`src/rtl/spq_pkg.sv`:
```
`default_nettype none
// ----------------------------------------------------------------------------
// spq_pkg: shared types and constants of the stable priority queue
// Holds the beat formats of both channels, the operation and status codes,
// the controller states and the command and status groups that join the
// controller to the datapath.
// ----------------------------------------------------------------------------
package spq_pkg;

	// Default store depth and the fixed field widths of the beats.
	localparam int CAPACITY_DEF  = 16;
	localparam int DATA_BITS     = 32;
	localparam int PRIORITY_BITS = 16;
	localparam int COUNT_BITS    = 5;

	// Operation codes; the unused code is served as a peek.
	localparam logic [1:0] OP_ENQ  = 2'd0;
	localparam logic [1:0] OP_DEQ  = 2'd1;
	localparam logic [1:0] OP_PEEK = 2'd2;

	// Result status codes.
	localparam logic [1:0] STAT_OK    = 2'd0;
	localparam logic [1:0] STAT_EMPTY = 2'd1;
	localparam logic [1:0] STAT_FULL  = 2'd2;

	// Request beat.
	typedef struct packed {
		logic [1:0]                     opcode;
		logic [DATA_BITS-1:0]           item_data;
		logic signed [PRIORITY_BITS-1:0] item_priority;
	} req_t;

	// Response beat.
	typedef struct packed {
		logic [1:0]                     status;
		logic [DATA_BITS-1:0]           head_data;
		logic signed [PRIORITY_BITS-1:0] head_priority;
		logic [COUNT_BITS-1:0]          item_count;
		logic                           is_empty;
	} rsp_t;

	// Controller states.
	typedef enum logic [2:0] {
		S_IDLE,
		S_DISPATCH,
		S_SCAN,
		S_CMP,
		S_ENQ_DONE,
		S_RD_HEAD,
		S_FINISH
	} state_t;

	// Commands from the controller to the datapath.
	typedef struct packed {
		logic       latch_in;
		logic       status_load;
		logic [1:0] status_code;
		logic       cap_head;
		logic       cap_zero;
		logic       deq_commit;
		logic       head_load;
		logic       scan_init;
		logic       scan_read;
		logic       write_new;
		logic       write_shift;
		logic       out_load;
	} cmd_t;

	// Status from the datapath to the controller.
	typedef struct packed {
		logic [1:0] op;
		logic       empty;
		logic       full;
		logic       last_item;
		logic       scan_done;
		logic       rd_ge;
		logic       out_free;
	} sts_t;

endpackage
`default_nettype wire

```
`src/rtl/spq_ram.sv`:
```
`default_nettype none
// ----------------------------------------------------------------------------
// spq_ram: generic simple dual-port RAM
// One write port and one read port with a registered read data output that
// updates only when a read is enabled.
// ----------------------------------------------------------------------------
module spq_ram #(
	parameter int WIDTH = 48,
	parameter int DEPTH = 16
) (
	input  wire logic                     clk,
	input  wire logic                     we,
	input  wire logic [$clog2(DEPTH)-1:0] waddr,
	input  wire logic [WIDTH-1:0]         wdata,
	input  wire logic                     re,
	input  wire logic [$clog2(DEPTH)-1:0] raddr,
	output logic      [WIDTH-1:0]         rdata
);

	logic [WIDTH-1:0] mem [DEPTH];

	// Write port.
	always_ff @(posedge clk) begin
		if (we) begin
			mem[waddr] <= wdata;
		end
	end

	// Registered read port.
	always_ff @(posedge clk) begin
		if (re) begin
			rdata <= mem[raddr];
		end
	end

endmodule
`default_nettype wire

```
`src/rtl/spq_ctrl.sv`:
```
`default_nettype none
// ----------------------------------------------------------------------------
// spq_ctrl: operation sequencer of the stable priority queue
// Accepts one request beat at a time, decodes it and steps the datapath
// through the insertion scan, the head reload and the response hand-off.
// ----------------------------------------------------------------------------
module spq_ctrl
	import spq_pkg::*;
(
	input  wire logic clk,
	input  wire logic arst_n,
	input  wire logic req_valid,
	output logic      req_stall,
	input  wire sts_t sts,
	output cmd_t      cmd
);

	state_t state_q;
	state_t state_d;

	// State register.
	always_ff @(posedge clk or negedge arst_n) begin
		if (!arst_n) begin
			state_q <= S_IDLE;
		end else begin
			state_q <= state_d;
		end
	end

	// Next state.
	always_comb begin
		state_d = state_q;
		unique case (state_q)
			S_IDLE: begin
				if (req_valid) state_d = S_DISPATCH;
			end
			S_DISPATCH: begin
				unique case (sts.op)
					OP_ENQ: begin
						state_d = sts.full ? S_FINISH : S_SCAN;
					end
					OP_DEQ: begin
						if (sts.empty || sts.last_item) state_d = S_FINISH;
						else state_d = S_RD_HEAD;
					end
					default: begin
						state_d = S_FINISH;
					end
				endcase
			end
			S_SCAN: begin
				state_d = sts.scan_done ? S_ENQ_DONE : S_CMP;
			end
			S_CMP: begin
				state_d = sts.rd_ge ? S_ENQ_DONE : S_SCAN;
			end
			S_ENQ_DONE: begin
				state_d = S_FINISH;
			end
			S_RD_HEAD: begin
				state_d = S_FINISH;
			end
			S_FINISH: begin
				if (sts.out_free) state_d = S_IDLE;
			end
			default: begin
				state_d = S_IDLE;
			end
		endcase
	end

	// Command outputs.
	always_comb begin
		cmd       = '0;
		req_stall = (state_q != S_IDLE);
		unique case (state_q)
			S_IDLE: begin
				cmd.latch_in = req_valid;
			end
			S_DISPATCH: begin
				cmd.status_load = 1'b1;
				unique case (sts.op)
					OP_ENQ: begin
						if (sts.full) begin
							cmd.status_code = STAT_FULL;
							cmd.cap_head    = 1'b1;
						end else begin
							cmd.status_code = STAT_OK;
							cmd.scan_init   = 1'b1;
						end
					end
					OP_DEQ: begin
						if (sts.empty) begin
							cmd.status_code = STAT_EMPTY;
							cmd.cap_zero    = 1'b1;
						end else begin
							cmd.status_code = STAT_OK;
							cmd.cap_head    = 1'b1;
							cmd.deq_commit  = 1'b1;
						end
					end
					default: begin
						if (sts.empty) begin
							cmd.status_code = STAT_EMPTY;
							cmd.cap_zero    = 1'b1;
						end else begin
							cmd.status_code = STAT_OK;
							cmd.cap_head    = 1'b1;
						end
					end
				endcase
			end
			S_SCAN: begin
				if (sts.scan_done) cmd.write_new = 1'b1;
				else cmd.scan_read = 1'b1;
			end
			S_CMP: begin
				if (sts.rd_ge) cmd.write_new = 1'b1;
				else cmd.write_shift = 1'b1;
			end
			S_ENQ_DONE: begin
				cmd.cap_head = 1'b1;
			end
			S_RD_HEAD: begin
				cmd.head_load = 1'b1;
			end
			S_FINISH: begin
				cmd.out_load = sts.out_free;
			end
			default: begin
				cmd = '0;
			end
		endcase
	end

endmodule
`default_nettype wire

```
`src/rtl/spq_dp.sv`:
```
`default_nettype none
// ----------------------------------------------------------------------------
// spq_dp: storage and datapath of the stable priority queue
// Keeps the sorted items in a circular RAM with head and tail pointers, a
// register copy of the head item, the insertion scan pointer and the
// response register.
// ----------------------------------------------------------------------------
module spq_dp
	import spq_pkg::*;
#(
	parameter int CAPACITY = CAPACITY_DEF
) (
	input  wire logic clk,
	input  wire logic arst_n,
	input  wire req_t req,
	input  wire cmd_t cmd,
	output sts_t      sts,
	output logic      rsp_valid,
	input  wire logic rsp_stall,
	output rsp_t      rsp
);

	localparam int PTR_W  = $clog2(CAPACITY);
	localparam int CNT_W  = $clog2(CAPACITY + 1);
	localparam int WORD_W = PRIORITY_BITS + DATA_BITS;

	localparam logic [PTR_W-1:0] LAST_PTR = PTR_W'(CAPACITY - 1);

	// Latched request.
	logic [1:0]                      op_q;
	logic [DATA_BITS-1:0]            in_data_q;
	logic signed [PRIORITY_BITS-1:0] in_prio_q;

	// Store bookkeeping.
	logic [PTR_W-1:0] head_ptr_q;
	logic [PTR_W-1:0] tail_q;
	logic [CNT_W-1:0] count_q;
	logic [DATA_BITS-1:0]            head_data_q;
	logic signed [PRIORITY_BITS-1:0] head_prio_q;

	// Insertion scan.
	logic [PTR_W-1:0] wr_ptr_q;
	logic [CNT_W-1:0] pos_q;

	// Staged result.
	logic [1:0]                      status_q;
	logic [DATA_BITS-1:0]            res_data_q;
	logic signed [PRIORITY_BITS-1:0] res_prio_q;

	// Response register.
	logic rsp_valid_q;
	rsp_t rsp_q;

	// RAM ports.
	logic                            ram_we;
	logic [PTR_W-1:0]                ram_waddr;
	logic [WORD_W-1:0]               ram_wdata;
	logic                            ram_re;
	logic [PTR_W-1:0]                ram_raddr;
	logic [WORD_W-1:0]               ram_rdata;
	logic [DATA_BITS-1:0]            rd_data;
	logic signed [PRIORITY_BITS-1:0] rd_prio;

	logic [PTR_W-1:0] head_next;
	logic [PTR_W-1:0] tail_next;
	logic [PTR_W-1:0] wr_prev;
	logic             out_free;

	// Circular pointer steps.
	assign head_next = (head_ptr_q == LAST_PTR) ? '0 : head_ptr_q + 1'b1;
	assign tail_next = (tail_q == LAST_PTR) ? '0 : tail_q + 1'b1;
	assign wr_prev   = (wr_ptr_q == '0) ? LAST_PTR : wr_ptr_q - 1'b1;

	// Read word split.
	assign rd_data = ram_rdata[DATA_BITS-1:0];
	assign rd_prio = signed'(ram_rdata[WORD_W-1:DATA_BITS]);

	// RAM port selection: new item or shifted item on the write side, new
	// head or scan neighbor on the read side.
	always_comb begin
		ram_we    = cmd.write_new || cmd.write_shift;
		ram_waddr = wr_ptr_q;
		ram_wdata = cmd.write_new ? {in_prio_q, in_data_q} : ram_rdata;
		ram_re    = cmd.deq_commit || cmd.scan_read;
		ram_raddr = cmd.deq_commit ? head_next : wr_prev;
	end

	spq_ram #(
		.WIDTH(WORD_W),
		.DEPTH(CAPACITY)
	) u_ram (
		.clk  (clk),
		.we   (ram_we),
		.waddr(ram_waddr),
		.wdata(ram_wdata),
		.re   (ram_re),
		.raddr(ram_raddr),
		.rdata(ram_rdata)
	);

	// Request latch.
	always_ff @(posedge clk) begin
		if (cmd.latch_in) begin
			op_q      <= req.opcode;
			in_data_q <= req.item_data;
			in_prio_q <= req.item_priority;
		end
	end

	// Pointers and item count.
	always_ff @(posedge clk or negedge arst_n) begin
		if (!arst_n) begin
			head_ptr_q <= '0;
			tail_q     <= '0;
			count_q    <= '0;
		end else begin
			if (cmd.deq_commit) begin
				head_ptr_q <= head_next;
				count_q    <= count_q - 1'b1;
			end else if (cmd.write_new) begin
				tail_q  <= tail_next;
				count_q <= count_q + 1'b1;
			end
		end
	end

	// Register copy of the head slot.
	always_ff @(posedge clk) begin
		if (cmd.head_load) begin
			head_data_q <= rd_data;
			head_prio_q <= rd_prio;
		end else if (cmd.write_new && (pos_q == '0)) begin
			head_data_q <= in_data_q;
			head_prio_q <= in_prio_q;
		end
	end

	// Insertion scan walks from the tail toward the head.
	always_ff @(posedge clk) begin
		if (cmd.scan_init) begin
			wr_ptr_q <= tail_q;
			pos_q    <= count_q;
		end else if (cmd.write_shift) begin
			wr_ptr_q <= wr_prev;
			pos_q    <= pos_q - 1'b1;
		end
	end

	// Staged result fields.
	always_ff @(posedge clk) begin
		if (cmd.status_load) begin
			status_q <= cmd.status_code;
		end
		if (cmd.cap_zero) begin
			res_data_q <= '0;
			res_prio_q <= '0;
		end else if (cmd.cap_head) begin
			res_data_q <= head_data_q;
			res_prio_q <= head_prio_q;
		end
	end

	// Response register; a waiting beat does not block the next request.
	assign out_free = !rsp_valid_q || !rsp_stall;

	always_ff @(posedge clk or negedge arst_n) begin
		if (!arst_n) begin
			rsp_valid_q <= 1'b0;
		end else if (cmd.out_load) begin
			rsp_valid_q <= 1'b1;
		end else if (!rsp_stall) begin
			rsp_valid_q <= 1'b0;
		end
	end

	always_ff @(posedge clk) begin
		if (cmd.out_load) begin
			rsp_q.status        <= status_q;
			rsp_q.head_data     <= res_data_q;
			rsp_q.head_priority <= res_prio_q;
			rsp_q.item_count    <= COUNT_BITS'(count_q);
			rsp_q.is_empty      <= (count_q == '0);
		end
	end

	assign rsp_valid = rsp_valid_q;
	assign rsp       = rsp_q;

	// Status toward the controller.
	always_comb begin
		sts.op        = op_q;
		sts.empty     = (count_q == '0);
		sts.full      = (count_q == CNT_W'(CAPACITY));
		sts.last_item = (count_q == CNT_W'(1));
		sts.scan_done = (pos_q == '0);
		sts.rd_ge     = (rd_prio >= in_prio_q);
		sts.out_free  = out_free;
	end

`ifndef SYNTHESIS
	// The store never holds more than its capacity.
	a_count_bound: assert property (@(posedge clk) disable iff (!arst_n)
		count_q <= CNT_W'(CAPACITY))
		else $error("item count exceeds capacity");

	// An empty store has its head and tail pointers together.
	a_empty_ptrs: assert property (@(posedge clk) disable iff (!arst_n)
		(count_q == '0) |-> (head_ptr_q == tail_q))
		else $error("head and tail pointers differ on an empty store");

	// Placing the new item adds exactly one stored item.
	a_insert_count: assert property (@(posedge clk) disable iff (!arst_n)
		cmd.write_new |=> (count_q == CNT_W'($past(count_q) + 1'b1)))
		else $error("insertion did not add one item");

	// A response is loaded only into a free output register.
	a_out_load: assert property (@(posedge clk) disable iff (!arst_n)
		cmd.out_load |-> out_free)
		else $error("response register overwritten while held");
`endif

endmodule
`default_nettype wire

```
`src/rtl/stable_priority_queue.sv`:
```
`default_nettype none
// ----------------------------------------------------------------------------
// stable_priority_queue: bounded stable priority queue
// Sorted store of data words with signed priorities; enqueue, dequeue and
// peek operations, one response beat per request beat.
// ----------------------------------------------------------------------------
// The block takes one request at a time and returns exactly one response for
// it. Items sit in a circular RAM of CAPACITY entries in priority order, the
// head held in a register. A dequeue that leaves items in the store reloads
// the head with one RAM read. An enqueue moves back one slot each stored item
// of lower priority: each move is a RAM read followed by a compare and write,
// so the number of such items sets the enqueue time. The response register
// lets the next request be accepted while a response beat still waits. The
// store needs no clearing after reset.
module stable_priority_queue
	import spq_pkg::*;
#(
	parameter int CAPACITY = CAPACITY_DEF
) (
	input  wire logic clk,
	input  wire logic arst_n,
	input  wire logic req_valid,
	output logic      req_stall,
	input  wire req_t req,
	output logic      rsp_valid,
	input  wire logic rsp_stall,
	output rsp_t      rsp
);

	cmd_t cmd;
	sts_t sts;

	spq_ctrl u_ctrl (
		.clk      (clk),
		.arst_n   (arst_n),
		.req_valid(req_valid),
		.req_stall(req_stall),
		.sts      (sts),
		.cmd      (cmd)
	);

	spq_dp #(
		.CAPACITY(CAPACITY)
	) u_dp (
		.clk      (clk),
		.arst_n   (arst_n),
		.req      (req),
		.cmd      (cmd),
		.sts      (sts),
		.rsp_valid(rsp_valid),
		.rsp_stall(rsp_stall),
		.rsp      (rsp)
	);

endmodule
`default_nettype wire
```
`config.mk`:
```
export PLATFORM = sky130hd
export DESIGN_NAME = stable_priority_queue
export DESIGN_NICKNAME = d
export VERILOG_FILES = /design/src/rtl/spq_pkg.sv /design/src/rtl/spq_ram.sv /design/src/rtl/spq_ctrl.sv /design/src/rtl/spq_dp.sv /design/src/rtl/stable_priority_queue.sv
export SDC_FILE = /design/constraint.sdc
export NUM_CORES = 1
export LEC_CHECK = 0
export ABC_AREA = 1
export BUFFER_PORTS_ARGS = -buffer_cell sky130_fd_sc_hd__buf_4
export CAP_MARGIN = 30
export CORE_ASPECT_RATIO = 2
export CORE_MARGIN = 2
export CORE_UTILIZATION = 55
export DETAILED_ROUTE_END_ITERATION = 6
export PLACE_DENSITY_LB_ADDON = 0.3
export SYNTH_ARGS = -nofsm -noshare
export SYNTH_HDL_FRONTEND = slang
export SYNTH_HIERARCHICAL = 1
export SYNTH_SLANG_ARGS = --single-unit
```
`constraint.sdc`:
```
create_clock -name clk -period 6.9 [get_ports clk]
set_input_delay 0.345 -clock clk [delete_from_list [all_inputs] [get_ports clk]]
set_output_delay 0.345 -clock clk [all_outputs]
set_load 0.01 [all_outputs]
```
==> metrics.md, run 1 <==
| Metric | Value |
|---|---|
| Pleak | `20.6 nW` |
| Die W | `204 um` |
| Reg2Reg Setup Slack | `2.14 ns` |
| Vias in the first global route | `28700` |
| Pwr dens | `417 nW/um^2` |
| Clock net sink count | `1046` |
| Avg Cell Area, Syn | `10.8 um^2` |
| Unrepaired setup endpoints after global routing | `false` |
| First-pass GRT wire length | `163000 um` |
| Initial core utilization | `55.6%` |
| Clock skew | `0.0274 ns` |
| Layout cells sized above 1 | `9.13%` |
| Ports | `112` |
| Avg WL per Cell | `20.2 um` |
| Synth top area cells | `edfxtp_1 (67%), nand2_1 (11%), nand3_1 (6.7%), inv_1 (5.7%), dfxtp_1 (2.2%)` |
| Antenna Violating Nets Remaining | `0` |
| Syn Inst Count | `4059` |
| Clk root buf | `clkbuf_16` |
| Max-cap viol count | `0` |
| Critical path required time | `7.31 ns` |
| Post-place instance area | `46000 um^2` |
| Most frequently used flop master after synthesis | `edfxtp_1` |
| Setup TNS | `0 ns` |
| Routed via count | `29100` |
| CP Data Arrival Time | `5.17 ns` |
| CP Max Fanout | `219` |
| Die ar. | `82400 um^2` |
| FMAX | `210 MHz` |
| EDFF count, synth | `981` |
| Synthesized Nets | `4139` |
| CTS tree | `built` |
| Postcts setup bufs | `0` |
| Gr ovfl total | `0` |
| Startpoint Class | `register` |
| Top cell by count, worst path | `nand2_1` |
| Hold_ws | `0.0851 ns` |
| Count leader, synth | `nand2_1` |
| Total CTS buffers | `86` |
| Min-delay worst type | `in -> async` |
| CP max stage delay | `0.88 ns` |
| Synth warn | `6` |
| FP Rows | `146` |
| Worst vdd ir | `0.431 mV` |
| Post-synth cell types | `37` |
| Relative slew slack | `26.5%` |
| Worst R2R End | `u_dp/u_ram/rdata[21]` |
| Clock slew at reported path FFs | `0.06 ns` |
| Synth top area share | `67.0%` |
| Sequential fraction of the synthesis area | `70.1%` |
| Max-slew violations | `0` |
| CP max-delay cell | `nor4_4` |
| Worst skew pair latency | `0.68 ns` |
| Max Root-Sink Buffers | `3` |
| Worst-margin pin slew | `1.10 ns` |
| Post-Syn Area | `44000 um^2` |
| Max H-tree Level | `3` |
| CORE AREA | `79100 um^2` |
| Drc violations | `0` |
| DP HPWL | `58200 um` |
| Layout filler cell count | `5903` |
| 1st-iter DRT viols | `2867` |
| All-Layer GR Usage | `26.5%` |
| Final layout net count | `4295` |
| Total Wirelength | `108000 um` |
| Final hold vios | `0` |
| Most frequent cells after synthesis | `nand2_1 (1269), edfxtp_1 (981), inv_1 (663)` |
| DIE HEIGHT | `404 um` |
| Gp weighted congestion | `0.822` |
| FF-to-FF path depth | `16` |
| FF+latch count, synth | `1046` |
| Minimum clock period | `4.76 ns` |
| Design area | `49400 um^2` |
| Setup Viol. Count Final | `0` |
| Initial antenna violation count | `0` |
| Crit. End Element | `register` |
| Status | `finished clean` |
| Origin of the critical flop-to-flop path | `u_dp/count_q[0]` |
| TritonRoute pass-1 iters | `6` |
| # diodes | `0` |
| Routed vias/inst | `5.47` |
| Crit-path cells | `inv_1, ha_1, inv_1, nor3_1, nor4_4, nand2_1, inv_1, nand2_1, o21ai_4, buf_12, buf_12, nand2_1, nand3_1, nand3_1, nand3_1, nand2_1` |
| Area grow syn2layout | `12.4%` |
| I/O Buffers | `111` |
| Largest net degree at the start of global routing | `220` |
| Period utilization | `68.9%` |
| Total power | `20.6 mW` |
| Area leader, netlist | `edfxtp_1` |
| Crit Path Category | `reg -> reg` |
| Asr flop ratio synth | `1.63%` |
-- cells in the final DEF, fill, tap and decap left out, types with 5 or more instances in the layout --
master,synthesis,routed
clkbuf_1,36,17
inv_1,663,658
dlygate4sd3_1,0,53
nand4_1,5,5
bufinv_16,0,9
ha_1,26,26
dfxtp_1,48,48
xor2_1,6,6
inv_2,6,9
nor2_1,47,30
clkbuf_16,0,91
dfrtp_1,17,17
nor2_4,0,17
nand3_1,590,590
clkinv_2,0,19
o21ai_1,18,26
edfxtp_1,981,981
o21ai_4,0,5
buf_12,0,12
o21ai_0,97,85
nand2_1,1269,1268
clkinv_1,0,10
a21oi_1,58,58
buf_4,16,200
-- worst max-delay path by stage --
stage                               from                    end  slack, ns  depth (start not counted)
global route             u_dp/count_q[0]   u_dp/u_ram/rdata[21]       1.72                         16
detailed placement       u_dp/count_q[0]   u_dp/u_ram/rdata[26]       2.25                         16
CTS                      u_dp/count_q[0]   u_dp/u_ram/rdata[21]       2.19                         16
finish                   u_dp/count_q[0]   u_dp/u_ram/rdata[21]       2.14                         16
global placement    u_dp/u_ram/rdata[47]  u_dp/u_ram/mem[9][18]       2.27                         15
floorplan                 u_dp/rsp_valid            u_dp/rsp[0]       0.32                          4
-- worst max-delay path, delay by kind of cell, from the launching register on --
kind / cells / cell delay (ns)
compound gates: 1 / 0.14
fa+ha+maj: 1 / 0.21
buf+inv: 5 / 1.74
flops: 1 / 0.45
simple gates: 9 / 1.80
-- flip-flops by register name, indices dropped and copies added, names as in the netlist, 5 cells and up --
signal            flops
u_dp/rsp             56
u_dp/count_q          5
u_dp/res_prio_q      16
u_dp/u_ram/mem      768
u_dp/head_prio_q     16
u_dp/head_data_q     32
u_dp/in_prio_q       16
u_dp/in_data_q       32
u_dp/pos_q            5
u_dp/u_ram/rdata     48
u_dp/res_data_q      32
-- power by group --
group | leakage, nW | switching, mW | internal (mW)
registers | 9.50 | 0.350 | 8.87
logic | 9.69 | 4.62 | 1.79
clock network | 1.40 | 2.19 | 2.79
total | 20.6 | 7.17 | 13.4
-- metal layers --
| metal | part of all wire [%] | vias up | wire, um | GRT usage (%) |
|---|---|---|---|---|
| li1 | - | 13500 | - | - |
| met1 | 36 | 14000 | 38600 | 31.2 |
| met2 | 52 | 1276 | 55700 | 46.9 |
| met3 | 7.2 | 304 | 7790 | 3.49 |
| met4 | 5.3 | 0 | 5690 | 14.5 |
| met5 | 0 | - | 0 | 0 |
-- what timing repair did --
item | in CTS | in global routing
setup endpoints to repair | 0 | 0
hold buffers | 53 | 0
resized for setup | 0 | 0
hold endpoints to repair | 69 | 0
-- stage by stage --
| stage | worst slack [ns] | instances | util [%] |
|---|---|---|---|
| 2_1_floorplan | 0.320 | 4059 | - |
| 3_3_place_gp | 2.27 | 5100 | 58.0 |
| 3_5_place_dp | 2.25 | 5109 | 58.2 |
| 4_1_cts | 2.19 | 5318 | 62.5 |
| 5_1_grt | 1.72 | 5319 | 62.5 |
| 6_report | 2.14 | 5319 | 62.5 |
-- kinds of logic (layout without fill, tap and decap cells) --
family	Yosys count	count (layout)	share of synthesized area (%)
adder cells (fa/ha/maj)	26	26	0.740
AO/OA/AOI/OAI	178	178	2.07
XOR/XNOR	10	10	0.199
flip-flops	1046	1046	70.1
buffers and inverters	869	1093	8.49
AND/OR/NAND/NOR	1930	1930	18.4
-- area by class of cell --
type	count	area (um^2)	share of cell area [%]
flip-flops and latches	1046	30800	62.4
multi-input cells	2144	9600	19.4
inverters	671	2540	5.14
clock buffers	111	2380	4.82
repair buffers	266	2300	4.65
well taps	1036	1300	2.62
clock inverters	45	472	0.954
No activity file was read; power rests on OpenSTA's default activity.
==> inputs of run 2 (changes only) <==
Clock period 6.9 ns to 4.12 ns, I/O delays scaled along.
==> run 2 against run 1 <==
Net effect: final area grew 1.2%; first-iteration DRC count shrank 4.1%; via count grew 0.18%; power grew 71%; worst setup slack lost 2.0 ns; global-route usage grew 0.18 points; clock skew shrank 0.0018 ns; cell count grew 0.70%; maximum frequency grew 21%; clock-buffer cell count shrank 5.
==> metrics.md, run 2 (synthesis results as in run 1) <==
| Metric | Value |
|---|---|
| Total CTS buffers | `86 (unchanged)` |
| 1st-iter DRT viols | `2750 (was 2867)` |
| # diodes | `0 (unchanged)` |
| Max-cap viol count | `0 (unchanged)` |
| Layout cells sized above 1 | `9.86% (was 9.13%)` |
| Pwr dens | `702 nW/um^2 (was 417 nW/um^2)` |
| Clock net sink count | `1046 (unchanged)` |
| Gp weighted congestion | `0.838 (was 0.822)` |
| Max H-tree Level | `3 (unchanged)` |
| Sequential cell area | `30800 um^2 (unchanged)` |
| Worst vdd ir | `0.393 mV (was 0.431 mV)` |
| Place WS | `0.202 ns (was 2.25 ns)` |
| Minimum clock period | `3.93 ns (was 4.76 ns)` |
| Multi-input gate area | `9610 um^2 (was 9600 um^2)` |
| Period utilization | `95.4% (was 68.9%)` |
| Startpoint Class | `register (unchanged)` |
| Routed vias/inst | `5.44 (was 5.47)` |
| Commonest cells after routing, fill and taps aside | `nand2_1 (1268), edfxtp_1 (981), inv_1 (658) (unchanged)` |
| Crit-path cells | `ha_1, nand2_1, nor3_1, nand2_1, nand2_1, nand2_1, nand3_1, inv_1, nor2_1, nor2_1, inv_2, buf_4, o21ai_0, buf_4 (was inv_1, ha_1, inv_1, nor3_1, nor4_4, nand2_1, inv_1, nand2_1, o21ai_4, buf_12, buf_12, nand2_1, nand3_1, nand3_1, nand3_1, nand2_1)` |
| Post-route worst setup slack | `0.191 ns (was 2.14 ns)` |
| Critical path required time | `4.54 ns (was 7.31 ns)` |
| Gr ovfl total | `0 (unchanged)` |
| Total power | `35.1 mW (was 20.6 mW)` |
| Max reg flops | `768 (unchanged)` |
| Clock slew at reported path FFs | `0.07 ns (was 0.06 ns)` |
| Largest net degree at the start of global routing | `109 (was 220)` |
| Routed via count | `29100 (about the same)` |
| Avg WL per Cell | `20.4 um (was 20.2 um)` |
| DIE HEIGHT | `404 um (unchanged)` |
| Min-delay worst type | `in -> reg (was in -> async)` |
| TritonRoute pass-1 iters | `7 (was 6)` |
| Pleak | `20.9 nW (was 20.6 nW)` |
| CP Data Arrival Time | `4.34 ns (was 5.17 ns)` |
| Drc violations | `0 (unchanged)` |
| Worst skew pair latency | `0.68 ns (about the same)` |
| Die W | `204 um (unchanged)` |
| Initial core utilization | `55.6% (unchanged)` |
| Crit Path Category | `reg -> reg (unchanged)` |
| Antenna Violating Nets Remaining | `0 (unchanged)` |
| Initial antenna violation count | `0 (unchanged)` |
| Max-slew violations | `0 (unchanged)` |
| Hold_ws | `0.244 ns (was 0.0851 ns)` |
| First-pass GRT wire length | `164000 um (was 163000 um)` |
| Final layout net count | `4331 (was 4295)` |
| Post-Place Cells | `5140 (was 5109)` |
| Vias in the first global route | `28800 (was 28700)` |
| Worst-margin pin slew | `0.939 ns (was 1.10 ns)` |
| Crit. End Element | `register (unchanged)` |
| Clk root buf | `clkbuf_16 (unchanged)` |
| FP Rows | `146 (unchanged)` |
| Final core utilization | `63.2% (was 62.5%)` |
| Max Root-Sink Buffers | `3 (unchanged)` |
| CP max-delay cell | `buf_4 (was nor4_4)` |
| Final hold vios | `0 (unchanged)` |
| CORE AREA | `79100 um^2 (unchanged)` |
| Post_cts resized | `0 (unchanged)` |
| Commonest non-fill, non-tap cell in the layout | `nand2_1 (unchanged)` |
| FMAX | `255 MHz (was 210 MHz)` |
| Area grow syn2layout | `13.8% (was 12.4%)` |
| Layout filler cell count | `5860 (was 5903)` |
| CTS tree | `built (unchanged)` |
| Status | `finished clean (unchanged)` |
| Top cell by count, worst path | `nand2_1 (unchanged)` |
| Clock skew | `0.0256 ns (was 0.0274 ns)` |
| Die ar. | `82400 um^2 (unchanged)` |
| Unrepaired setup endpoints after global routing | `false (unchanged)` |
| I/O Buffers | `111 (unchanged)` |
| Relative slew slack | `37.4% (was 26.5%)` |
| CP Max Fanout | `67 (was 219)` |
| Ports | `112 (unchanged)` |
| Total Wirelength | `109000 um (was 108000 um)` |
| Setup Viol. Count Final | `0 (unchanged)` |
| Largest Register | `u_dp/u_ram/mem (unchanged)` |
| All-Layer GR Usage | `26.7% (was 26.5%)` |
| Layout Cells excl Fill | `5356 (was 5319)` |
| DP HPWL | `61900 um (was 58200 um)` |
| CP max stage delay | `0.68 ns (was 0.88 ns)` |
-- run 2: cell count changes in the layout (fill, tap and decap cells not counted), moves of 6 or more --
| cell | change |
|---|---|
| buf_12 | +28 |
| buf_4 | +8 |
| clkinv_1 | +7 |
| clkbuf_1 | -6 |
| o21ai_1 | -8 |
| o21ai_0 | +8 |
-- run 2: routing by layer --
| layer | global-route usage [%] | routed length (um) | vias to the layer above |
|---|---|---|---|
| li1 | - | - | 13600 |
| met1 | 30.7 | 38800 | 14000 |
| met2 | 48.6 | 58300 | 1189 |
| met3 | 3.38 | 7080 | 277 |
| met4 | 13.6 | 4920 | 0 |
| met5 | 0 | 0 | - |
-- run 2: final cells by class --
type / instances / share of cell area [%]
Clock buffer: 106 / 4.75
Clock inverter: 51 / 0.898
Inverter: 671 / 5.08
Multi-Input combinational cell: 2144 / 19.2
Sequential cell: 1046 / 61.7
Tap cell: 1036 / 2.59
Timing Repair Buffer: 302 / 5.80
-- run 2: worst paths after layout --
| kind | to | cells after the start | slack [ns] | startpoint |
|---|---|---|---|---|
| max | u_dp/u_ram/mem[14][29] | 14 | 0.19 | u_dp/u_ram/rdata[47] |
| min reg2reg | u_dp/rsp[52] | 0 | 0.43 | u_dp/res_data_q[30] |
| max reg2reg | u_dp/u_ram/mem[14][29] | 14 | 0.19 | u_dp/u_ram/rdata[47] |
| max in group asynchronous | u_dp/tail_q[2] | 3 | 2.83 | arst_n |
| min in group asynchronous | u_ctrl/state_q[2] | 3 | 0.74 | arst_n |
| min | u_dp/in_data_q[8] | 2 | 0.24 | req[24] |
-- run 2: worst max-delay path, delay by kind of cell (launching register included) --
family                   cells  cell delay (ns)
AND/OR/NAND/NOR              8             1.29
buffers and inverters        4             1.10
AO/OA/AOI/OAI                1             0.44
flip-flops                   1             0.43
adder cells (fa/ha/maj)      1             0.35
-- run 2: where the power goes --
part / total [mW] / internal (mW) / switching, mW
Combinational: 11.5 / 3.30 / 8.16
Sequential: 15.4 / 14.8 / 0.567
Clock: 8.28 / 4.55 / 3.73
-- run 2: what timing repair did --
action,CTS,global route
endpoints found under the setup margin,0,14
buffers inserted,0,5
hold buffers,54,0
hold endpoints to repair,73,0
-- run 2: through the flow --
stage | setup TNS (ns) | instance area [um^2]
after floorplan | -348.67 | 44000
after global placement | 0 | 46600
after detailed placement | 0 | 46600
after CTS | 0 | 50000
after global routing | 0 | 50000
final | 0 | 50000
